--- config.mk ---
export PLATFORM = sky130hd
export DESIGN_NAME = pdes_queue
export DESIGN_NICKNAME = d
export VERILOG_FILES = /design/src/rtl/core/pdes_pkg.sv /design/src/rtl/core/pdes_queue.sv
export VERILOG_INCLUDE_DIRS = /design/src /design/src/rtl/core
export SDC_FILE = /design/constraint.sdc
export NUM_CORES = 1
export LEC_CHECK = 0
export BUFFER_PORTS_ARGS = -buffer_cell sky130_fd_sc_hd__buf_2
export CORE_ASPECT_RATIO = 1.75
export CORE_UTILIZATION = 47
export CTS_CLUSTER_SIZE = 30
export DETAILED_ROUTE_END_ITERATION = 8
export HOLD_SLACK_MARGIN = 0.1
export PLACE_DENSITY = 0.75
export SLEW_MARGIN = 25
export SYNTH_ARGS = -nofsm -noshare
export SYNTH_HDL_FRONTEND = slang
export SYNTH_SLANG_ARGS = --single-unit
--- constraint.sdc ---
create_clock -name clk -period 4.4 [get_ports clk]
set_input_delay 0.44 -clock clk [delete_from_list [all_inputs] [get_ports clk]]
set_output_delay 0.44 -clock clk [all_outputs]
set_load 0.05 [all_outputs]
--- src/rtl/core/plane_depth_error_stats_unit_macros.svh ---
// Assertion macros shared by the RTL
`ifndef PLANE_DEPTH_ERROR_STATS_UNIT_MACROS_SVH
`define PLANE_DEPTH_ERROR_STATS_UNIT_MACROS_SVH

// Implication checked at every edge outside reset
`define PDES_ASSERT_IMP(label, ante, cons) \
    label: assert property (@(posedge clk) disable iff (!rst_n) (ante) |-> (cons)) \
        else $error("assertion failed");

// Implication whose consequent is checked in the next cycle
`define PDES_ASSERT_NEXT(label, ante, cons) \
    label: assert property (@(posedge clk) disable iff (!rst_n) (ante) |=> (cons)) \
        else $error("assertion failed");

`endif

--- src/rtl/core/pdes_pkg.sv ---
package pdes_pkg;

    typedef struct packed {
        logic [9:0]         pixel_col;
        logic [9:0]         pixel_row;
        logic signed [31:0] measured_depth;
        logic               measured_valid;
        logic               last_pixel;
    } pdes_in_t;

    typedef struct packed {
        logic signed [31:0] rendered_depth;
        logic               render_valid;
        logic               stats_valid;
        logic [31:0]        error_mean;
        logic [31:0]        error_min;
        logic [31:0]        error_max;
        logic [20:0]        valid_count;
    } pdes_out_t;

    // Item passed from the render front to the statistics back
    typedef struct packed {
        logic signed [31:0] depth;
        logic               rok;
        logic signed [31:0] measured;
        logic               meas_ok;
        logic               last;
    } pdes_job_t;

    localparam logic [2:0] REG_NX = 3'd0;
    localparam logic [2:0] REG_NY = 3'd1;
    localparam logic [2:0] REG_NZ = 3'd2;
    localparam logic [2:0] REG_D  = 3'd3;
    localparam logic [2:0] REG_CX = 3'd4;
    localparam logic [2:0] REG_CY = 3'd5;
    localparam logic [2:0] REG_FX = 3'd6;
    localparam logic [2:0] REG_FY = 3'd7;

    localparam logic [51:0] SUM_MAX   = {52{1'b1}};
    localparam logic [20:0] COUNT_MAX = {21{1'b1}};

endpackage

--- src/rtl/core/pdes_queue.sv ---
// Two-entry queue between front and back
`include "plane_depth_error_stats_unit_macros.svh"
module pdes_queue
    import pdes_pkg::*;
(
    input  logic      clk,
    input  logic      rst_n,
    input  logic      wr_valid,
    output logic      wr_ready,
    input  pdes_job_t wr_data,
    output logic      rd_valid,
    input  logic      rd_ready,
    output pdes_job_t rd_data
);
    pdes_job_t  mem_reg [2];
    logic       wp_reg, rp_reg;
    logic [1:0] cnt_reg;
    logic       wr_xfer, rd_xfer;

    assign wr_xfer  = wr_valid && wr_ready;
    assign rd_xfer  = rd_valid && rd_ready;
    assign wr_ready = cnt_reg != 2'd2;
    assign rd_valid = cnt_reg != 2'd0;
    assign rd_data  = mem_reg[rp_reg];

    always_ff @(posedge clk or negedge rst_n)
    begin
        if (!rst_n)
        begin
            wp_reg  <= 1'b0;
            rp_reg  <= 1'b0;
            cnt_reg <= 2'd0;
        end
        else
        begin
            if (wr_xfer) wp_reg <= ~wp_reg;
            if (rd_xfer) rp_reg <= ~rp_reg;
            cnt_reg <= cnt_reg + 2'(wr_xfer) - 2'(rd_xfer);
        end
    end

    always_ff @(posedge clk)
    begin
        if (wr_xfer)
            mem_reg[wp_reg] <= wr_data;
    end

    `PDES_ASSERT_IMP(a_no_overflow, cnt_reg == 2'd2, !wr_xfer)
    `PDES_ASSERT_IMP(a_cnt_range, 1'b1, cnt_reg != 2'd3)
    `PDES_ASSERT_NEXT(a_fill, wr_xfer && !rd_xfer && cnt_reg == 2'd0, rd_valid)
endmodule

**Yosys cells after proc, flatten, opt, wreduce, memory -nomap -nowiden**

Memories as Yosys holds them, arrays and structs flattened.
Index checks and enable logic that the tools add are counted.

- Register bits: 4
- RAM bits: 134
- Input port bits: 71
- Output and inout bits: 69
- Word-level logic and storage cells: 14
- Memories kept: 1

- Add/sub/neg operators: 2
- Equality and inequality tests: 1
- Muxes and demuxes: 2
- Bitwise logic cells: 2
- Reduce and logical (&&, ||, !) cells: 3

Memories:

| memory | depth | bits a word | rd ports | clocked after Yosys merged registers in | write ports | RTL line | source |
|---|---|---|---|---|---|---|---|
| mem_reg | 2 | 67 | 1 | 0 | 1 | pdes_queue.sv:15 | `pdes_job_t mem_reg [2];` |

Operator list:

| kind | count |
|---|---|
| adder 2 x 1 -> 2 bit | 1 |
| logical AND 1 bit | 2 |
| 2-to-1 mux 1 bit | 2 |
| inequality test 2 bit (second input constant) | 1 |
| inverter 1 bit | 2 |
| nonzero test 2 bit | 1 |
| subtractor 2 x 1 -> 2 bit | 1 |

**Logic depth before layout (Yosys ltp)**

Gate-level depths: netlist of run 1.

- Depth after elaboration: 4
- Gate-level depth with buffers: 7
- Mapped depth without buffers: 7

**Worst setup path after synthesis of run 1**

OpenSTA, ideal clock, no wires.

- Path kind: reg-to-reg
- Start point: register cnt_reg[0]
- End point: memory mem_reg[0][0] in the netlist's numbering (enable)
- Setup time: 493 ps
- Data arrival time: 3823 ps
- Data required time: 3907 ps
- Path slack: 84 ps
- Stages on the path, launching flop included: 4
- Buffers on the path: 0
- Period minus slack after synthesis: 4316 ps
- Path through: dfrtp_1 -> nand2b_1 -> nand2_1 -> nor2_1

- Longest elaborated chain between the ends: 4

RTL lines:

| item | RTL line | source |
|---|---|---|
| start, declared | pdes_queue.sv:17 | `logic [1:0] cnt_reg;` |
| start signal, assigned | pdes_queue.sv:38 | `cnt_reg <= cnt_reg + 2'(wr_xfer) - 2'(rd_xfer);` |
| inequality test 2 bit | pdes_queue.sv:22 | `assign wr_ready = cnt_reg != 2'd2;` |
| via wr_ready | pdes_queue.sv:9 | `output logic wr_ready,` |
| logical AND 1 bit | pdes_queue.sv:20 | `assign wr_xfer = wr_valid && wr_ready;` |
| 2-to-1 mux 1 bit | pdes_queue.sv:44 | `if (wr_xfer)` |
| 2-to-1 mux 1 bit (not written as such) | pdes_queue.sv:45 | `mem_reg[wp_reg] <= wr_data;` |
| end, declared | pdes_queue.sv:15 |  |

The timed path passes the listed nets, and every way through them passes these cells.

==> reports/results.env, run 1 <==
CTS_ROOT_BUF='clkbuf_16'
MULTI_INPUT_COMB_AREA_UM2=935
ANTENNA_VIOLATIONS_BEFORE_REPAIR=0
STARTPOINT_TYPE='flop'
CLOCK_INSERTION_DELAY_WORST_SKEW_NS=0.40
FINAL.FILL_COUNT=800
GRT_USAGE_PCT=16.1
LARGEST_REGISTER_FF_COUNT=134
CP_MAX_FO=68
WORST_CASE_CLOCK_SKEW_NS=0.00502
HOLDPATHSTAGES=1
DRT_PRE_ANTENNA_ITERS=4
POSTLAYOUTCOREUTIL_PCT=61.6
LAYOUT_WORST_PATH_CYCLE_SHARE_PCT=59.4
GRT_PASS1_WL_MM=12.9
SYN-INSTANCE-COUNT=226
DIE_HEIGHT_UM=140
GRT_PASS1_VIAS=2710
FLOORPLAN.IO_PINS=140
NUMCTSBUFFERS=17
RUN_STATUS='complete, no violations'
POWER_DENSITY_nW_PER_UM2=832
DRCVIOLATIONCOUNT=0
LAYOUT-DRIVE-GT1-SHARE_PCT=61.4
PLACEMENT_ROWS=50
POST_CTS.RESIZED_INSTANCES=0
CAP_VIOL_MAX_COUNT=0
FIN_SETUP_TNS_NS=0
ENDPOINT_CLASS_OF_THE_CRITICAL_PATH='output port'
CRIT_PATH_CELL_TRACE='mux2_2 -> buf_2'
SYNTH.CELL_AREA_UM2=5120
SETUP_VIOL=0
ANTENNA_CELLS=0
FP.DIEW_UM=80.9
CTSHTREEMAXLEVEL=4
CTS_HOLD_BUFFERS=1
STATIC_LEAKAGE_uW=0.00254
CLOCK_SINKS=138
POST_DRT_WL_PER_CELL_UM=16.5
YOSYS.CELL_TYPES.COUNT=17
CRITICAL-PATH-MAX-STAGE-DELAY_NS=1.11
CORE_AREA_UM2=10600
ROUTED_WL_MM=8.61
CTS.REPORTEDPATHS.CLKPINSLEW_NS=0.06
SYNTH_AREA_PER_CELL_UM2=22.7
HOLD_PATH_CLASS='input pin to flop'
TOTALPOWERFINAL_uW=5450
WORSTPATHARRIVAL_NS=2.17
POST_CTS_SETUP_BUFFERS=0
WORSTMARGINPINSLEW_NS=1.02
GRT.OVERFLOW.TOTAL=0
SYN2LAYOUT_AREA_GROWTH_PCT=27.9
REGISTER_AREA_UM2=4130
NUM-NETS-FINAL=451
GRT_SETUP_UNREPAIRED='no'
IO_BUFFER_COUNT=139
TRITONCTS='yes'
SYN-NUM-NETS=299
CTS_BUFFER_DEPTH=2
PLACE.GP.CONGESTION=0.713
GRT_MAX_DEGREE=69
DIE_FOOTPRINT_UM2=11300
ROUTED_VIA_DENSITY=4.93
INITIAL_CORE_UTIL_PCT=48.2
HPWL_AFTER_DPL_MM=5.39
TIMING_WORST_SETUP_PATH_TYPE='flop to output port'
MAXSLEWVIOLCOUNT=0
IR_WORST_VDD_uV=803
WORST_PATH_MAX_DELAY_CELL='dfrtp_4'
MAXSLEWHEADROOM_PCT=31.9
HOLD_VIOL=0
VIAS=2569
MAX_FREQ_MHz=383
PERIOD_NEEDED_NS=2.61
WORST_EP_REQUIRED_TIME_NS=3.96
SYNTH_SEQ_CELLS=138
SYNTH_SEQ_AREA_SHARE_PCT=80.5
SYNTHESIS.YOSYS.WARNINGS=0
ANTENNA_VIOLATING_NETS_POST_ROUTE=0
DRT_FIRST_ITER_VIOLATIONS=94
FF2FF_PATH_DEPTH=4
## layout by cell type, fill, tap and decap left out, drive strengths merged
cell type	instances
buf	140
edfxtp	134
mux2	67
clkbuf	19
clkinv	7
bufinv	4
dfrtp	4
xnor2	3
ha	2
clkinvlp	2
or2	1
and2	1
nand2b	1
nand2	1
inv	1
and3	1
nor2	1
xor2	1
dlygate4sd3	1
## per-layer routing
metal	vias to the layer above	track usage (%)	wire, um
met5	-	0	0
met4	0	9.40	229
met3	17	6.25	508
met2	99	28.1	4780
met1	1260	15.6	3090
li1	1193	-	-
## final cells by class
class                      count  share of cell area [%]
tap                          130                    2.48
multi-input combinational     79                    14.3
inverter                       1                  0.0573
timing repair buffer         141                    10.9
clock inverter                13                    2.69
sequential                   138                    63.0
clock buffer                  19                    6.61
## cells in the mapped netlist
cell type | number | area, um^2
and2_1 | 1 | 6.26
and3_1 | 1 | 6.26
buf_2 | 4 | 20.0
buf_6 | 2 | 22.5
buf_8 | 2 | 30.0
dfrtp_1 | 4 | 100
edfxtp_1 | 134 | 4020
ha_1 | 2 | 25.0
inv_1 | 1 | 3.75
mux2_2 | 47 | 529
mux2_4 | 20 | 300
nand2_1 | 1 | 3.75
nand2b_1 | 1 | 6.26
nor2_1 | 1 | 3.75
or2_2 | 1 | 6.26
xnor2_1 | 3 | 26.3
xor2_1 | 1 | 8.76
## final timing paths
path | slack [ns] | end | from
max in group asynchronous | 3.88 | rp_reg | rst_n
worst max-delay path | 1.79 | rd_data[30] | rp_reg
worst min register to register | 0.53 | cnt_reg[0] | cnt_reg[0]
worst min-delay path | 0.22 | mem_reg[0][51] | wr_data[51]
worst max register to register | 2.07 | mem_reg[0][14] | cnt_reg[1]
min in group asynchronous | 0.38 | cnt_reg[0] | rst_n
## worst max-delay path: cells and delay by family (launching register included)
family / cells / cell delay [ns]
DFF: 1 / 1.11
muxes: 1 / 0.43
buffers and inverters: 1 / 0.21
## cells by family (layout without fill, tap and decap cells)
family / Yosys count / count (layout) / share of synthesized area (%)
xor+xnor: 4 / 4 / 0.684
fa+ha+maj: 2 / 2 / 0.488
buf+inv: 9 / 174 / 1.49
simple gates: 6 / 6 / 0.635
flops: 138 / 138 / 80.5
mux: 67 / 67 / 16.2
## per-stage QoR
| step | instances | hold WS (ns) | worst slack [ns] | cell area, um^2 |
|---|---|---|---|---|
| 2_1_floorplan | 226 | 0.144 | 0.0839 | 5120 |
| 3_3_place_gp | 488 | 0.246 | 2.13 | 5930 |
| 3_5_place_dp | 488 | 0.251 | 2.04 | 5930 |
| 4_1_cts | 521 | 0.199 | 1.73 | 6550 |
| 5_1_grt | 521 | 0.202 | 1.68 | 6550 |
| 6_report | 521 | 0.221 | 1.79 | 6550 |
## where the power goes
group          total, uW  internal, uW  switching [uW]
Clock               1440           942             497
Sequential          2010          1800             208
Combinational       2000           603            1400
Total               5450          3350            2100
Power figures use the tool's default switching activity.
==> inputs of run 2 (changes only) <==
--- a/config.mk
+++ b/config.mk
@@ -6,13 +6,14 @@
 export SDC_FILE = /design/constraint.sdc
 export NUM_CORES = 1
 export LEC_CHECK = 0
+export ABC_AREA = 1
 export BUFFER_PORTS_ARGS = -buffer_cell sky130_fd_sc_hd__buf_2
 export CORE_ASPECT_RATIO = 1.75
 export CORE_UTILIZATION = 47
 export CTS_CLUSTER_SIZE = 30
 export DETAILED_ROUTE_END_ITERATION = 8
 export HOLD_SLACK_MARGIN = 0.1
-export PLACE_DENSITY = 0.75
+export PLACE_DENSITY = 0.78
 export SLEW_MARGIN = 25
 export SYNTH_ARGS = -nofsm -noshare
 export SYNTH_HDL_FRONTEND = slang
==> constraint.sdc (replaced) <==
create_clock -name clk -period 2.2 [get_ports clk]
set_input_delay 0.22 -clock clk [delete_from_list [all_inputs] [get_ports clk]]
set_output_delay 0.22 -clock clk [all_outputs]
set_load 0.05 [all_outputs]
==> run 2 against run 1 <==
- routed wire length rose by 27%
- register-to-register slack lost 1.5 ns
- clock skew is 0.0022 ns higher
- clock-buffer cell count is 2 lower
- non-clock buffer count rose by 74
- flip-flop and latch count is the same
- design area increased by 10%
- core utilization increased by 6.4 points
- worst setup slack lost 1.6 ns
- global-route usage increased by 4.2 points
- via count is 39% higher
- highest routed layer unchanged
==> reports/results.env, run 2 <==
CTS_BUFFER_DEPTH=2
YOSYS.CELL_TYPES.COUNT=11
FP.DIEW_UM=80.8
GR-USAGE-MET2_PCT=36.7
LAYOUT.CELLS.NON_FILLER=744
PLACE_INST=643
ROUTED_VIA_DENSITY=4.79
CAP_VIOL_MAX_COUNT=0
SYNTH_ENABLE_FLOP_CELLS=134
HPWL_AFTER_DPL_MM=6.41
GRT_PASS1_VIAS=3641
DIE_FOOTPRINT_UM2=11300
IR_WORST_VDD_uV=936
DRT_PRE_ANTENNA_ITERS=4
MAX_FREQ_MHz=489
SYN-NUM-NETS=455
SYNTH_AREA_PER_CELL_UM2=13.4
DIE_HEIGHT_UM=140
GRT_MAX_DEGREE=69
PERIOD_NEEDED_NS=2.04
SYN-INSTANCE-COUNT=382
POST-SYNTH-TOP-AREA-CELL='edfxtp_1'
FINISH.INSTANCE_AREA_UM2=7230
LARGEST_REGISTER_FF_COUNT=134
ANTENNA_VIOLATIONS_BEFORE_REPAIR=0
DRCVIOLATIONCOUNT=0
CP_MAX_FO=27
NUM-NETS-FINAL=674
NUMCTSBUFFERS=17
SYNTH_SEQ_CELLS=138
STARTPOINT_TYPE='flop'
WORSTMARGINPINSLEW_NS=0.515
GRT_USAGE_PCT=20.3
GRT_USE_MET1_PCT=20.1
ROUTED_WL_MM=10.9
SYNTH.CELL_AREA_UM2=5110
GRT.OVERFLOW.TOTAL=0
SETUP_VIOL=0
ANTENNA_VIOLATING_NETS_POST_ROUTE=0
CORE_AREA_UM2=10600
YOSYS-TOP-CELLS-COUNT='214 x nand2_1, 134 x edfxtp_1, 9 x buf_2'
WORST_EP_REQUIRED_TIME_NS=1.98
SETUP_SLACK_NS=0.157
GRT_PASS1_WL_MM=16.8
MAXSLEWVIOLCOUNT=0
WORSTPATHARRIVAL_NS=1.82
VIAS=3561
SYNTH_SEQ_AREA_SHARE_PCT=80.7
GRT_SETUP_UNREPAIRED='no'
TRITONCTS='yes'
MOSTFREQUENTLAYOUTCELL='nand2_1'
IO_BUFFER_COUNT=139
SYNTHARSTFLOPSHARE_PCT=2.90
STATIC_LEAKAGE_uW=0.00315
FINAL.HOLD.WORST_SLACK_NS=0.166
MOST-COMMON-LAYOUT-CELLS='213 x nand2_1, 138 x buf_2, 134 x edfxtp_1, 69 x dlygate4sd3_1, 17 x clkbuf_16'
PLACEMENT_ROWS=50
POWER_DENSITY_nW_PER_UM2=1560
POST-PLACE-WS_NS=0.548
AREA_SHARE_OF_THE_LARGEST_CELL_TYPE_AFTER_SYNTHESIS_PCT=78.7
POSTPLACECELLAREA_UM2=5980
FIN_SETUP_TNS_NS=0
USE_MET3_PCT=5.60
CTS.REPORTEDPATHS.CLKPINSLEW_NS=0.05
SYNTHESIS.YOSYS.WARNINGS=0
SYNTH_FF_TYPE='edfxtp_1'
PLACE.GP.CONGESTION=0.782
HOLD_PATH_CLASS='input pin to asynchronous set/reset pin'
MAXSLEWHEADROOM_PCT=65.7
SYNTH.TOP_CELLS.BY_AREA='edfxtp_1 79%, nand2_1 16%, dfrtp_1 2.0%, buf_2 0.88%, buf_6 0.88%'
FLOORPLAN.IO_PINS=140
LAYOUT_WORST_PATH_CYCLE_SHARE_PCT=92.9
CTSHTREEMAXLEVEL=4
INITIAL_CORE_UTIL_PCT=48.0
SYN2LAYOUT_AREA_GROWTH_PCT=41.5
TIMING_WORST_SETUP_PATH_TYPE='flop to output port'
CTS_ROOT_BUF='clkbuf_16'
POST_CTS_SETUP_BUFFERS=0
POST_DRT_WL_PER_CELL_UM=14.7
ENDPOINT_CLASS_OF_THE_CRITICAL_PATH='output port'
HOLD_VIOL=0
RUN_STATUS='complete, no violations'
DRT_FIRST_ITER_VIOLATIONS=248
CLOCK_SINKS=138
CLOCK_INSERTION_DELAY_WORST_SKEW_NS=0.40
ANTENNA_CELLS=0
SYNTHMOSTINSTANTIATEDCELL='nand2_1'
LAYOUT-DRIVE-GT1-SHARE_PCT=29.2
GRT_BUSIEST_LAYER='met2'
WORST_CASE_CLOCK_SKEW_NS=0.00720
run 2: power by group:
group	leakage, uW	internal [uW]	switching (uW)
clock network	0.000264	1640	985
registers	0.00129	3590	159
logic	0.00159	1040	3870
total	0.00315	6280	5020
run 2: layout make-up:
cell class	count	area, um^2
multi-input combinational	220	862
timing repair buffer	215	1480
fill	739	3410
clock inverter	15	134
sequential	138	4130
inverter	9	37.5
tap	130	163
clock buffer	17	425
run 2: metal layers:
layer  vias to the layer above  wire [um]
met5                         -          0
met4                         0        356
met3                        28        449
met2                       132       6240
met1                      1677       3900
li1                       1724          -
run 2: path summary, 6_finish.rpt:
path                             from              to  slack (ns)  depth (start not counted)
max                            rp_reg     rd_data[60]        0.16                          5
min in group clk             wr_valid          wp_reg        0.21                          3
max in group asynchronous       rst_n          rp_reg        1.90                          2
max reg2reg                cnt_reg[1]  mem_reg[1][36]        0.61                          4
min                             rst_n          rp_reg        0.17                          2
min reg2reg                    wp_reg          wp_reg        0.50                          2
run 2: what timing repair did:
| item | in CTS | in global routing |
|---|---|---|
| hold endpoints to repair | 139 | 0 |
| resized for setup | 0 | 1 |
| hold buffers | 69 | 0 |
| endpoints found under the setup margin | 0 | 3 |
run 2: stage by stage:
step / total power [uW] / utilization [%]
after floorplan: 7470 / -
after CTS: 11300 / 67.9
after global placement: 8490 / 56.2
final: 11300 / 68.0
after detailed placement: 8600 / 56.2
after global routing: 11800 / 68.0
run 2: cells by family after synthesis:
kind of cell,after synthesis,share of synthesized area (%)
adders and majority gates,2,0.490
buffers and inverters,24,2.72
DFF,138,80.7
and+or+nand+nor,218,16.1
run 2: critical path: stages (launching register included):
cell and delay [ns]:
dfrtp_2 0.41, inv_2 0.33, buf_12 0.23, nand2_1 0.07, nand2_1 0.10, buf_2 0.27
