[src/rtl/core/plane_depth_error_stats_unit_macros.svh]
// Assertion macros shared by the RTL
`ifndef PLANE_DEPTH_ERROR_STATS_UNIT_MACROS_SVH
`define PLANE_DEPTH_ERROR_STATS_UNIT_MACROS_SVH

// Implication checked at every edge outside reset
`define PDES_ASSERT_IMP(label, ante, cons) \
    label: assert property (@(posedge clk) disable iff (!rst_n) (ante) |-> (cons)) \
        else $error("assertion failed");

// Implication whose consequent is checked in the next cycle
`define PDES_ASSERT_NEXT(label, ante, cons) \
    label: assert property (@(posedge clk) disable iff (!rst_n) (ante) |=> (cons)) \
        else $error("assertion failed");

`endif

[src/rtl/core/pdes_pkg.sv]
package pdes_pkg;

    typedef struct packed {
        logic [9:0]         pixel_col;
        logic [9:0]         pixel_row;
        logic signed [31:0] measured_depth;
        logic               measured_valid;
        logic               last_pixel;
    } pdes_in_t;

    typedef struct packed {
        logic signed [31:0] rendered_depth;
        logic               render_valid;
        logic               stats_valid;
        logic [31:0]        error_mean;
        logic [31:0]        error_min;
        logic [31:0]        error_max;
        logic [20:0]        valid_count;
    } pdes_out_t;

    // Item passed from the render front to the statistics back
    typedef struct packed {
        logic signed [31:0] depth;
        logic               rok;
        logic signed [31:0] measured;
        logic               meas_ok;
        logic               last;
    } pdes_job_t;

    localparam logic [2:0] REG_NX = 3'd0;
    localparam logic [2:0] REG_NY = 3'd1;
    localparam logic [2:0] REG_NZ = 3'd2;
    localparam logic [2:0] REG_D  = 3'd3;
    localparam logic [2:0] REG_CX = 3'd4;
    localparam logic [2:0] REG_CY = 3'd5;
    localparam logic [2:0] REG_FX = 3'd6;
    localparam logic [2:0] REG_FY = 3'd7;

    localparam logic [51:0] SUM_MAX   = {52{1'b1}};
    localparam logic [20:0] COUNT_MAX = {21{1'b1}};

endpackage

[src/rtl/core/pdes_divider.sv]
// Restoring signed divider, one quotient bit per cycle, truncates toward zero
module pdes_divider
    import pdes_pkg::*;
#(
    parameter int NW = 64,
    parameter int DW = 64
)(
    input  logic                 clk,
    input  logic                 rst_n,
    input  logic                 start,
    input  logic signed [NW-1:0] num,
    input  logic signed [DW-1:0] den,
    output logic                 busy,
    output logic                 done,
    output logic signed [NW-1:0] quot
);
    localparam int CW = $clog2(NW + 1);

    logic [NW-1:0] q_reg, q_next;
    logic [DW:0]   rem_reg, rem_next;
    logic [DW-1:0] dmag_reg, dmag_next;
    logic          neg_reg, neg_next;
    logic [CW-1:0] cnt_reg, cnt_next;
    logic          busy_reg, busy_next;
    logic          done_reg, done_next;
    logic [DW:0]   shifted;
    logic [DW:0]   trial;
    logic [NW-1:0] nmag;

    always_comb
    begin
        nmag      = num[NW-1] ? NW'(-num) : NW'(num);
        q_next    = q_reg;
        rem_next  = rem_reg;
        dmag_next = dmag_reg;
        neg_next  = neg_reg;
        cnt_next  = cnt_reg;
        busy_next = busy_reg;
        done_next = 1'b0;
        shifted   = {rem_reg[DW-1:0], q_reg[NW-1]};
        trial     = shifted - {1'b0, dmag_reg};
        if (start)
        begin
            q_next    = nmag;
            rem_next  = '0;
            dmag_next = den[DW-1] ? DW'(-den) : DW'(den);
            neg_next  = num[NW-1] ^ den[DW-1];
            cnt_next  = CW'(NW);
            busy_next = 1'b1;
        end
        else if (busy_reg)
        begin
            if (!trial[DW])
            begin
                rem_next = trial;
                q_next   = {q_reg[NW-2:0], 1'b1};
            end
            else
            begin
                rem_next = shifted;
                q_next   = {q_reg[NW-2:0], 1'b0};
            end
            cnt_next = cnt_reg - 1'b1;
            if (cnt_reg == CW'(1))
            begin
                busy_next = 1'b0;
                done_next = 1'b1;
            end
        end
    end

    always_ff @(posedge clk or negedge rst_n)
    begin
        if (!rst_n)
        begin
            busy_reg <= 1'b0;
            done_reg <= 1'b0;
            cnt_reg  <= '0;
        end
        else
        begin
            busy_reg <= busy_next;
            done_reg <= done_next;
            cnt_reg  <= cnt_next;
        end
    end

    always_ff @(posedge clk)
    begin
        q_reg    <= q_next;
        rem_reg  <= rem_next;
        dmag_reg <= dmag_next;
        neg_reg  <= neg_next;
    end

    assign busy = busy_reg;
    assign done = done_reg;
    assign quot = neg_reg ? NW'(-q_reg) : NW'(q_reg);
endmodule

[src/rtl/core/pdes_back.sv]
// Statistics back: error, running min/max/sum/count, mean on last pixel
`include "plane_depth_error_stats_unit_macros.svh"
module pdes_back
    import pdes_pkg::*;
(
    input  logic      clk,
    input  logic      rst_n,
    input  logic      job_valid,
    output logic      job_ready,
    input  pdes_job_t job_data,
    output logic      out_valid,
    input  logic      out_ready,
    output pdes_out_t out_data
);
    localparam logic [1:0] S_IDLE = 2'd0;
    localparam logic [1:0] S_DIV  = 2'd1;

    logic [1:0]  st_reg;
    logic [51:0] sum_reg;
    logic [31:0] min_reg, max_reg;
    logic [20:0] cnt_reg;
    pdes_out_t   res_reg;

    logic signed [32:0] diff;
    logic [31:0]        err;
    logic               ok;
    logic [52:0]        sum_w;
    logic [51:0]        sum_n;
    logic [20:0]        cnt_n;
    logic [31:0]        min_n, max_n;
    logic               div_start, div_busy, div_done;
    logic signed [53:0] div_quot;

    assign ok    = job_data.rok && job_data.meas_ok;
    assign diff  = 33'(job_data.depth) - 33'(job_data.measured);
    assign err   = ok ? (diff[32] ? 32'(-diff) : diff[31:0]) : 32'd0;
    assign sum_w = {1'b0, sum_reg} + 53'(err);
    assign sum_n = sum_w[52] ? SUM_MAX : sum_w[51:0];
    assign cnt_n = (ok && cnt_reg != COUNT_MAX) ? cnt_reg + 21'd1 : cnt_reg;
    assign min_n = (err < min_reg) ? err : min_reg;
    assign max_n = (err > max_reg) ? err : max_reg;

    // Mean divider, sum over count; not started for an empty frame
    pdes_divider #(.NW(54), .DW(23)) u_mean (
        .clk(clk), .rst_n(rst_n), .start(div_start),
        .num($signed({2'b00, sum_reg})), .den($signed({2'b00, cnt_reg})),
        .busy(div_busy), .done(div_done), .quot(div_quot)
    );
    assign div_start = st_reg == S_DIV && !div_busy && !div_done && cnt_reg != 21'd0;

    assign job_ready = st_reg == S_IDLE && (!res_reg.stats_valid || !out_valid)
                    && !out_valid;

    always_ff @(posedge clk or negedge rst_n)
    begin
        if (!rst_n)
        begin
            st_reg    <= S_IDLE;
            sum_reg   <= '0;
            min_reg   <= '1;
            max_reg   <= '0;
            cnt_reg   <= '0;
            out_valid <= 1'b0;
        end
        else
        begin
            if (out_valid && out_ready)
                out_valid <= 1'b0;
            unique case (st_reg)
                S_IDLE:
                    if (job_valid && job_ready)
                    begin
                        sum_reg <= sum_n;
                        min_reg <= min_n;
                        max_reg <= max_n;
                        cnt_reg <= cnt_n;
                        if (job_data.last)
                            st_reg <= S_DIV;
                        else
                            out_valid <= 1'b1;
                    end
                S_DIV:
                    if (div_done || cnt_reg == 21'd0)
                    begin
                        st_reg    <= S_IDLE;
                        out_valid <= 1'b1;
                        sum_reg   <= '0;
                        min_reg   <= '1;
                        max_reg   <= '0;
                        cnt_reg   <= '0;
                    end
                default: st_reg <= S_IDLE;
            endcase
        end
    end

    // Result register
    always_ff @(posedge clk)
    begin
        if (st_reg == S_IDLE && job_valid && job_ready)
        begin
            res_reg.rendered_depth <= job_data.depth;
            res_reg.render_valid   <= job_data.rok;
            res_reg.stats_valid    <= job_data.last;
            res_reg.error_mean     <= '0;
            res_reg.error_min      <= job_data.last ? min_n : 32'd0;
            res_reg.error_max      <= job_data.last ? max_n : 32'd0;
            res_reg.valid_count    <= job_data.last ? cnt_n : 21'd0;
        end
        else if (st_reg == S_DIV && (div_done || cnt_reg == 21'd0))
        begin
            if (cnt_reg == 21'd0)
                res_reg.error_mean <= '0;
            else if (div_quot[53:32] != 22'd0)
                res_reg.error_mean <= '1;
            else
                res_reg.error_mean <= div_quot[31:0];
        end
    end

    assign out_data = res_reg;

    `PDES_ASSERT_IMP(a_no_accept_busy, st_reg != S_IDLE, !job_ready)
    `PDES_ASSERT_IMP(a_minmax, cnt_reg != 21'd0, min_reg <= max_reg)
    `PDES_ASSERT_NEXT(a_clear, st_reg == S_DIV && cnt_reg == 21'd0, out_valid)
endmodule

[config.mk]
export PLATFORM = sky130hd
export DESIGN_NAME = pdes_back
export DESIGN_NICKNAME = d
export VERILOG_FILES = /design/src/rtl/core/pdes_pkg.sv /design/src/rtl/core/pdes_divider.sv /design/src/rtl/core/pdes_back.sv
export VERILOG_INCLUDE_DIRS = /design/src /design/src/rtl/core
export SDC_FILE = /design/constraint.sdc
export NUM_CORES = 1
export LEC_CHECK = 0
export BUFFER_PORTS_ARGS = -buffer_cell sky130_fd_sc_hd__buf_4
export CAP_MARGIN = 5
export CORE_MARGIN = 1.5
export CORE_UTILIZATION = 30
export CTS_BUF_LIST = sky130_fd_sc_hd__clkbuf_2
export DETAILED_ROUTE_END_ITERATION = 8
export PLACE_DENSITY = 0.47
export SYNTH_ARGS = -nofsm -noshare
export SYNTH_HDL_FRONTEND = slang
export SYNTH_SLANG_ARGS = --single-unit
[constraint.sdc]
create_clock -name clk -period 5.5 [get_ports clk]
set_input_delay 1.1 -clock clk [delete_from_list [all_inputs] [get_ports clk]]
set_output_delay 1.1 -clock clk [all_outputs]
set_load 0.05 [all_outputs]
### Word level (Yosys, flattened, before mapping)

Index checks and enable logic that the tools add are counted.

* add/sub/neg operators: 6
* multipliers: 0
* divide/modulo/power cells: 0
* $lt $le $gt $ge: 2
* equality and inequality tests: 6
* shift-type cells: 0
* multiplexer cells: 41
* bitwise gates (word level): 0
* reduce and logical (&&, ||, !) cells: 26

Operators by type and width (count)
* 32-bit two-way mux: 10
* 52-bit two-way mux: 5
* 32-bit case mux with 2 select lines: 2
* 52-bit case mux with 2 select lines: 1
* 21-bit two-way mux: 3
* 52-bit by 32-bit adder with 53-bit output: 1
* 21-bit case mux with 2 select lines: 1
* 32-bit by 32-bit subtractor with 33-bit output: 1
* 32-bit > comparator: 1
* 32-bit < comparator: 1
* 32-bit negation: 1
* 24-bit by 21-bit subtractor with 24-bit output: 1
* 23-bit two-way mux: 1
* 22-bit nonzero test: 1
* 21-bit by 1-bit adder with 21-bit output (second input constant): 1
* 21-bit zero test: 1
* 21-bit inequality test (second input constant): 1
* 21-bit nonzero test: 1
* 1-bit logical AND: 12
* 6-bit two-way mux: 2
* 1-bit two-way mux: 11
* 6-bit by 1-bit equality test with 1-bit output (second input constant): 1
* 2-bit two-way mux: 3
* 3-bit AND reduction: 2
* other kinds (10): 16

* register bits: 397
* latch bits: 0
* RAM bits: 0
* ROM bits: 0
* bits of input ports: 71
* output and inout bits: 153
* logic and storage cells: 101
* memories kept: 0

### Longest topological paths before layout

Gate-level depths: netlist (run 1).

* word-level depth: 8
* gate-level depth with buffers: 30
* mapped depth without buffers: 26

### Modules after synthesis

Synthesis (run 1) repeated with hierarchy kept, for this count alone.

* cells, all modules: 2986
* area, all modules: 26559.2 um^2

Modules (own cells, without submodules)
* pdes_back: times used 1, cells each 2052, area an instance 18263.8 um^2, sequential area each 7732.4 um^2
* pdes_divider: times used 1, cells each 934, area an instance 8295.5 um^2, sequential area each 3002.9 um^2

### Worst setup path after synthesis (run 1)

No wires, ideal clock.

* path type: input -> register
* start point: input port job_data[35] (netlist bit)
* end point: register max_reg[25]
* library setup time: 0.096 ns
* arrival: 6.363 ns
* data required time: 5.404 ns
* slack: -0.958 ns
* stages: 28
* buffers on the path: 3
* path through: inv_1 > ha_1 > fa_1 > nor2b_1 > o21ai_2 > o2111ai_1 > and3_1 > o21ai_0 > a21oi_2 > nor2_1 > buf_2 > o21ai_0 > nand2_1 > inv_1 > ha_1 > nor2b_1 > o21a_1 > o21a_1 > o21ai_0 > nand2_1 > o31a_1 > o31a_1 > o21ai_1 > or2_2 > clkbuf_1 > clkbuf_1 > nand3_1 > o31ai_1

* word-level cells in the longest chain between the ends: 8

RTL lines
* from (decl): line pdes_back.sv:10 `input pdes_job_t job_data,`
* 32-bit by 32-bit subtractor with 33-bit output (*): line pdes_back.sv:35 `assign diff = 33'(job_data.depth) - 33'(job_data.measured);`
* 32-bit negation: line pdes_back.sv:36 `assign err = ok ? (diff[32] ? 32'(-diff) : diff[31:0]) : 32'd0;`
* 32-bit two-way mux (*) (2 in a row): line pdes_back.sv:36
* 32-bit > comparator: line pdes_back.sv:41 `assign max_n = (err > max_reg) ? err : max_reg;`
* 32-bit two-way mux (*): line pdes_back.sv:41
* 32-bit two-way mux (*): line pdes_back.sv:71 `if (job_valid && job_ready)`
* 32-bit case mux with 2 select lines (*): line pdes_back.sv:69 `unique case (st_reg)`
* to (signal assigned): line pdes_back.sv:75 `max_reg <= max_n;`
* to (decl): line pdes_back.sv:20 `logic [31:0] min_reg, max_reg;`

Mark *: on every way between the ends. The rest lies on a longest branch, timed or not. The select of a mux whose other input is x is not followed.
A chain may end at the register's enable or synchronous reset.

### Worst setup path after layout (run 1)

* start point: input port job_data[35] (netlist bit)
* end point: register res_reg (netlist bit out_data[74]) (data pin)

* word-level cells in the longest chain between the ends: 6

RTL lines
* 32-bit by 32-bit subtractor with 33-bit output (*): line pdes_back.sv:35
* 32-bit negation: line pdes_back.sv:36
* 32-bit two-way mux (*) (2 in a row): line pdes_back.sv:36
* 32-bit < comparator: line pdes_back.sv:40 `assign min_n = (err < min_reg) ? err : min_reg;`
* 32-bit two-way mux (*): line pdes_back.sv:40
* to (decl): line pdes_back.sv:22 `pdes_out_t res_reg;`

Mark *: on every way between the ends. The rest lies on a longest branch, timed or not.

==> results of run 1 <==
-- timing repair --
action | in CTS | in global routing
hold endpoints to repair | 92 | 0
gates resized for setup | 2 | 36
pin swaps | 0 | 9
gates cloned | 0 | 0
hold buffers | 25 | 0
buffers inserted | 0 | 4
endpoints found under the setup margin | 7 | 129
-- layer usage --
metal,vias to the layer above,share of wire,track usage
li1,10808,-,-
met1,10436,0.45,0.243
met2,519,0.47,0.320
met3,155,0.046,0.0327
met4,4,0.032,0.0742
met5,-,0.00035,0
-- cell type report --
| type | instances | share of cell area |
|---|---|---|
| Antenna cell | 2 | 0.000156 |
| Clock buffer | 177 | 0.0276 |
| Clock inverter | 38 | 0.00623 |
| Inverter | 172 | 0.0206 |
| Multi-Input combinational cell | 1919 | 0.406 |
| Sequential cell | 396 | 0.331 |
| Tap cell | 1050 | 0.0409 |
| Timing Repair Buffer | 695 | 0.168 |
-- final timing paths --
kind | startpoint | end | slack (ns) | cells after the start
worst max-delay path | job_data[35] | out_data[74] | 0.20 | 27
worst min-delay path | job_data[49] | out_data[133] | 0.14 | 1
worst max register to register | u_mean.dmag_reg[1] | u_mean.rem_reg[2] | 1.39 | 14
worst min register to register | out_data[110] | out_data[110] | 0.47 | 2
max in group asynchronous | rst_n | sum_reg[33] | 3.70 | 3
min in group asynchronous | rst_n | cnt_reg[5] | 0.55 | 2
-- Yosys cell counts, types with 16 or more instances --
master | instances | area share
edfxtp_1 | 192 | 0.24
dfxtp_1 | 57 | 0.048
mux2i_1 | 21 | 0.0088
o211ai_1 | 18 | 0.0056
ha_1 | 153 | 0.080
dfstp_2 | 32 | 0.035
buf_2 | 16 | 0.0033
dfrtp_1 | 115 | 0.12
a21oi_1 | 162 | 0.034
o21a_1 | 20 | 0.0063
nor3_1 | 47 | 0.0098
xor2_1 | 44 | 0.016
o31ai_1 | 24 | 0.0075
nand2_1 | 383 | 0.060
clkbuf_1 | 98 | 0.015
inv_1 | 171 | 0.027
nor2b_1 | 44 | 0.012
xnor2_1 | 72 | 0.026
nand3_1 | 88 | 0.018
a21o_1 | 60 | 0.019
nand4_1 | 32 | 0.0084
a31oi_1 | 31 | 0.0081
nor2_1 | 157 | 0.025
and2_1 | 50 | 0.013
o21ai_0 | 223 | 0.047
and3_1 | 27 | 0.0071
nor4_1 | 16 | 0.0042
-- placed cells by master, fill, tap and decap left out, types with 44 or more instances in the layout --
| cell | synthesis | final |
|---|---|---|
| clkbuf_2 | 1 | 177 |
| and2_1 | 50 | 48 |
| nand3_1 | 88 | 66 |
| nor2_1 | 157 | 146 |
| a21oi_1 | 162 | 140 |
| ha_1 | 153 | 142 |
| edfxtp_1 | 192 | 192 |
| dfxtp_1 | 57 | 57 |
| xnor2_1 | 72 | 70 |
| nand2_1 | 383 | 373 |
| o21ai_0 | 223 | 147 |
| a21o_1 | 60 | 60 |
| o21ai_1 | 14 | 83 |
| dfrtp_1 | 115 | 115 |
| nor3_1 | 47 | 44 |
| inv_1 | 171 | 160 |
| buf_4 | 2 | 660 |
-- power breakdown --
group	leakage [nW]	internal, mW	switching, mW
Clock	0.834	0.922	1.40
Combinational	9.68	3.43	4.98
Sequential	4.18	4.42	0.765
Total	14.7	8.77	7.14
-- per-stage QoR --
stage               cell area (um^2)  utilization
detailed placement             30600        0.387
global route                   32100        0.407
global placement               30600        0.387
CTS                            31900        0.404
floorplan                      24900            -
finish                         32100        0.407
-- kinds of logic (layout without fill, tap and decap cells) --
| kind of cell | count (synthesis) | in the layout | synth area share |
|---|---|---|---|
| compound gates | 711 | 711 | 0.190 |
| fa+ha+maj | 156 | 156 | 0.0825 |
| other cells | 0 | 2 | 0 |
| buf+inv | 299 | 1082 | 0.0481 |
| mux | 32 | 32 | 0.0141 |
| xor+xnor | 118 | 118 | 0.0438 |
| flops | 396 | 396 | 0.444 |
| simple gates | 902 | 902 | 0.177 |
==> metrics, run 1 <==
largest net degree at the start of global routing=93; Setup Viol. Count Final=0; leak pwr=between 10 and 15 nW; Final Max Slew Viols=0; initial antenna violation count=3; max reg flops=151; worst vdd ir=~230 uV; Crit path required time=6.40 ns; DP Wirelength=57800 um; Via density=slightly below 5; drt first pass iters=5; #FFs+latches synth=about 400; setup TNS=0 ns; Slew HR=0.326; max incr delay on CP=0.38 ns; Tot GR Track Use=0.191; core area=about 80000 um^2; multi-input logic area=between 10000 and 15000 um^2; via count=between 20000 and 25000; first-pass GRT wire length=between 100000 and 150000 um; vias in the first global route=approximately 23000; maximum clock rate=between 150 and 200 MHz; Root Driver=clkbuf_2; CP Buf/Inv Count=5; Post-synth ARST share=0.371; EDFF count, synth=around 190; antenna-violating nets left=0; Inst Count DP=around 4200; Die X=about 290 um; RSZ-0062 raised after global routing=true; Worst-path clk slew=roughly 0.1 ns; CTS sink cnt=396; syn avg cell area=approximately 9.2 um^2; CTS H-Tree Depth=3; synthesized net count=between 2000 and 3000; crit share post-route=0.964; Worst path top cell family by delay=compound AO/OA/AOI/OAI gates; overall power=about 16 mW; Worst setup EP type=flip-flop; drt initial violations=around 1100; Total Wirelength=a little under 80000 um; Slew @ Worst Pin=1.01 ns; pwr dens=495 nW/um^2; critical path's slowest cell=or3_4; Area growth, synth to finish=34.3%; Warnings, synthesis=0; synthesized cell area=around 24000 um^2; Worst path most repeated cell=buf_4; Nets=around 3500; worst skew pair latency=1.17 ns; hold crit path type=primary input to flip-flop; Cell variety after synth=between 90 and 100; top fanout value on the critical path=14; Seq. cell area=roughly 11000 um^2; Setup WS post-layout=between 0.15 and 0.2 ns; crit path kind=primary input to flip-flop; CTS tree=done; die area=81400 um^2; WL per Instance=about 17 um; DRC violation count after routing=0; total CTS buffers=approximately 110; gp weighted congestion=~0.86; final hold violation count=0; register area share after synthesis=0.444; FILL cells=~8000; Fin Hold WS=0.139 ns; Finished Layout Cells=around 4400; row cnt=between 100 and 150; Critical Path AT=roughly 6.2 ns; port bufs=approximately 220; grt total ovfl=0; min Tclk post-route=about 5.3 ns; Max Cap Viol=0; IO Count=224; status=completed; DIE HEIGHT=~290 um; Synth Flop Type=edfxtp_1; clock tree buffer depth=3; Mapped Cells=2614; share of layout cells above drive strength 1=0.320; clock skew=between 0.09 and 0.1 ns; Post-Place Setup Slack=-1.38 ns; initial core utilization=0.303; crit path launch type=primary input
(Power assumes the default switching activity.)
==> run 2, diff against run 1 <==
Settings changed: PLACE_DENSITY 0.47 to 0.49.
==> run 2 against run 1 <==
  * Hold slack improved by 0.026 ns
  * Final cell count fell by 0.22%
  * Sequential share of layout area rose by 0.11 points
  * Global-route usage barely moved
  * Register-to-register slack improved by 0.27 ns
  * Non-clock buffer count fell by 11
  * Cell area fell by 0.32%
  * Combinational power barely moved
  * Power fell by 0.38%
==> metrics, run 2 (synthesis gave the netlist of run 1 again) <==
Crit path required time=roughly 6.5 ns; total CTS buffers=~110; maximum clock rate=approximately 190 MHz; status=completed; port bufs=223; Final Max Slew Viols=0; Worst path top cell family by delay=compound AO/OA/AOI/OAI gates; FILL cells=7883; antenna-violating nets left=0; initial core utilization=0.303; Slew HR=0.203; NetSw=roughly 7 mW; Area growth, synth to finish=33.8%; Slew @ Worst Pin=1.19 ns; CP Buf/Inv Count=4; Finished Layout Cells=4439; Root Driver=clkbuf_2; top fanout value on the critical path=8; Worst setup EP type=flip-flop; pwr dens=495 nW/um^2; Nets=3513; Inst Count DP=between 4000 and 5000; DP Wirelength=between 50000 and 60000 um; CTS sink cnt=roughly 400; core area=79000 um^2; worst skew pair latency=about 1.2 ns; Setup Viol. Count Final=0; max incr delay on CP=0.53 ns; max reg flops=approximately 150; FF-to-FF path depth=14; initial antenna violation count=2; CTS H-Tree Depth=3; first-pass GRT wire length=between 100000 and 150000 um; min Tclk post-route=roughly 5.3 ns; overall power=between 15 and 20 mW; crit share post-route=0.972; final hold violation count=0; Fin Hold WS=roughly 0.17 ns; drt first pass iters=5; WL per Instance=~18 um; Tot GR Track Use=0.190; Critical Path AT=about 6.4 ns; r2r setup slk=approximately 1.7 ns; DP Area=between 30000 and 40000 um^2; crit path launch type=primary input; row cnt=just over 100; critical path's slowest cell=dlygate4sd3_1; Comb pwr share=0.529; DRC violation count after routing=0; Via density=approximately 4.9; most frequent cells in the layout=buf_4, nand2_1, edfxtp_1, clkbuf_2, inv_1; worst vdd ir=just over 300 uV; CTS tree=done; Util after Layout=0.405; Crit path depth=25; Die X=285 um; DIE HEIGHT=around 290 um; commonest non-fill, non-tap cell in the layout=buf_4; hold crit path type=primary input to flip-flop; die area=~80000 um^2; Hold Path Stages=1; sequential fraction of design power=0.327; IO Count=between 200 and 250; Pint=roughly 8.7 mW; gp weighted congestion=just under 0.9; final instance area=between 30000 and 40000 um^2; crit path kind=primary input to flip-flop; largest net degree at the start of global routing=90; via count=approximately 22000; clock tree buffer depth=3; Sw Share=0.450; Max Cap Viol=0; clock skew=0.122 ns; grt total ovfl=0; Worst-path clk slew=0.09 ns; Clock power frac=0.144; leak pwr=about 15 nW; RSZ-0062 raised after global routing=false; vias in the first global route=approximately 23000; drt initial violations=roughly 1100; share of layout cells above drive strength 1=0.318; Total Wirelength=slightly below 80000 um
## run 2: cell count changes in the layout (fill, tap and decap cells not counted), sizes merged
cell	before	now
dlygate4sd3	25	21
bufinv	1	0
inv	176	175
clkbuf	177	180
clkinvlp	1	2
buf	670	663
clkinv	32	31
## run 2: worst paths after layout
path,from,end
worst max-delay path,job_data[61],sum_reg[49]
worst min-delay path,job_data[52],out_data[136]
worst max register to register,u_mean.q_reg[53],u_mean.rem_reg[14]
worst min register to register,out_data[103],out_data[103]
max in group asynchronous,rst_n,min_reg[23]
min in group asynchronous,rst_n,cnt_reg[5]
## run 2: routing by layer
layer	wire length (um)	global-route usage
met1	34800	0.242
met3	3790	0.0314
met2	37400	0.326
met5	0	0
met4	2120	0.0630
## run 2: metrics by stage
stage | worst slack (ns) | TNS, ns
after global routing | 0.0126 | 0
after CTS | 0.0610 | 0
after global placement | -1.29 | -185.07
after detailed placement | -1.25 | -186.23
final | 0.154 | 0
after floorplan | -0.414 | -43.42
## run 2: final cells by class
type | count | area [um^2] | area share
Tap cell | 1050 | 1310 | 0.0410
Antenna cell | 2 | 5.00 | 0.000156
Multi-Input combinational cell | 1919 | 13000 | 0.406
Clock buffer | 180 | 901 | 0.0281
Inverter | 172 | 663 | 0.0207
Clock inverter | 36 | 178 | 0.00555
Timing Repair Buffer | 684 | 5340 | 0.167
Sequential cell | 396 | 10600 | 0.332
## run 2: power groups by stage
stage | clock network (mW) | logic, mW | registers, mW
after floorplan | 0 | 4.48 | 6.06
after global routing | 2.55 | 9.17 | 5.31
after global placement | 0 | 8.19 | 5.22
after detailed placement | 0 | 8.32 | 5.24
final | 2.29 | 8.38 | 5.18
after CTS | 2.41 | 8.37 | 5.19
## run 2: timing repair
action | in CTS | in global routing
setup buffers | 0 | 2
endpoints found under the setup margin | 0 | 160
gates resized for setup | 0 | 31
endpoints found under the hold margin | 68 | 0
hold buffers | 21 | 0
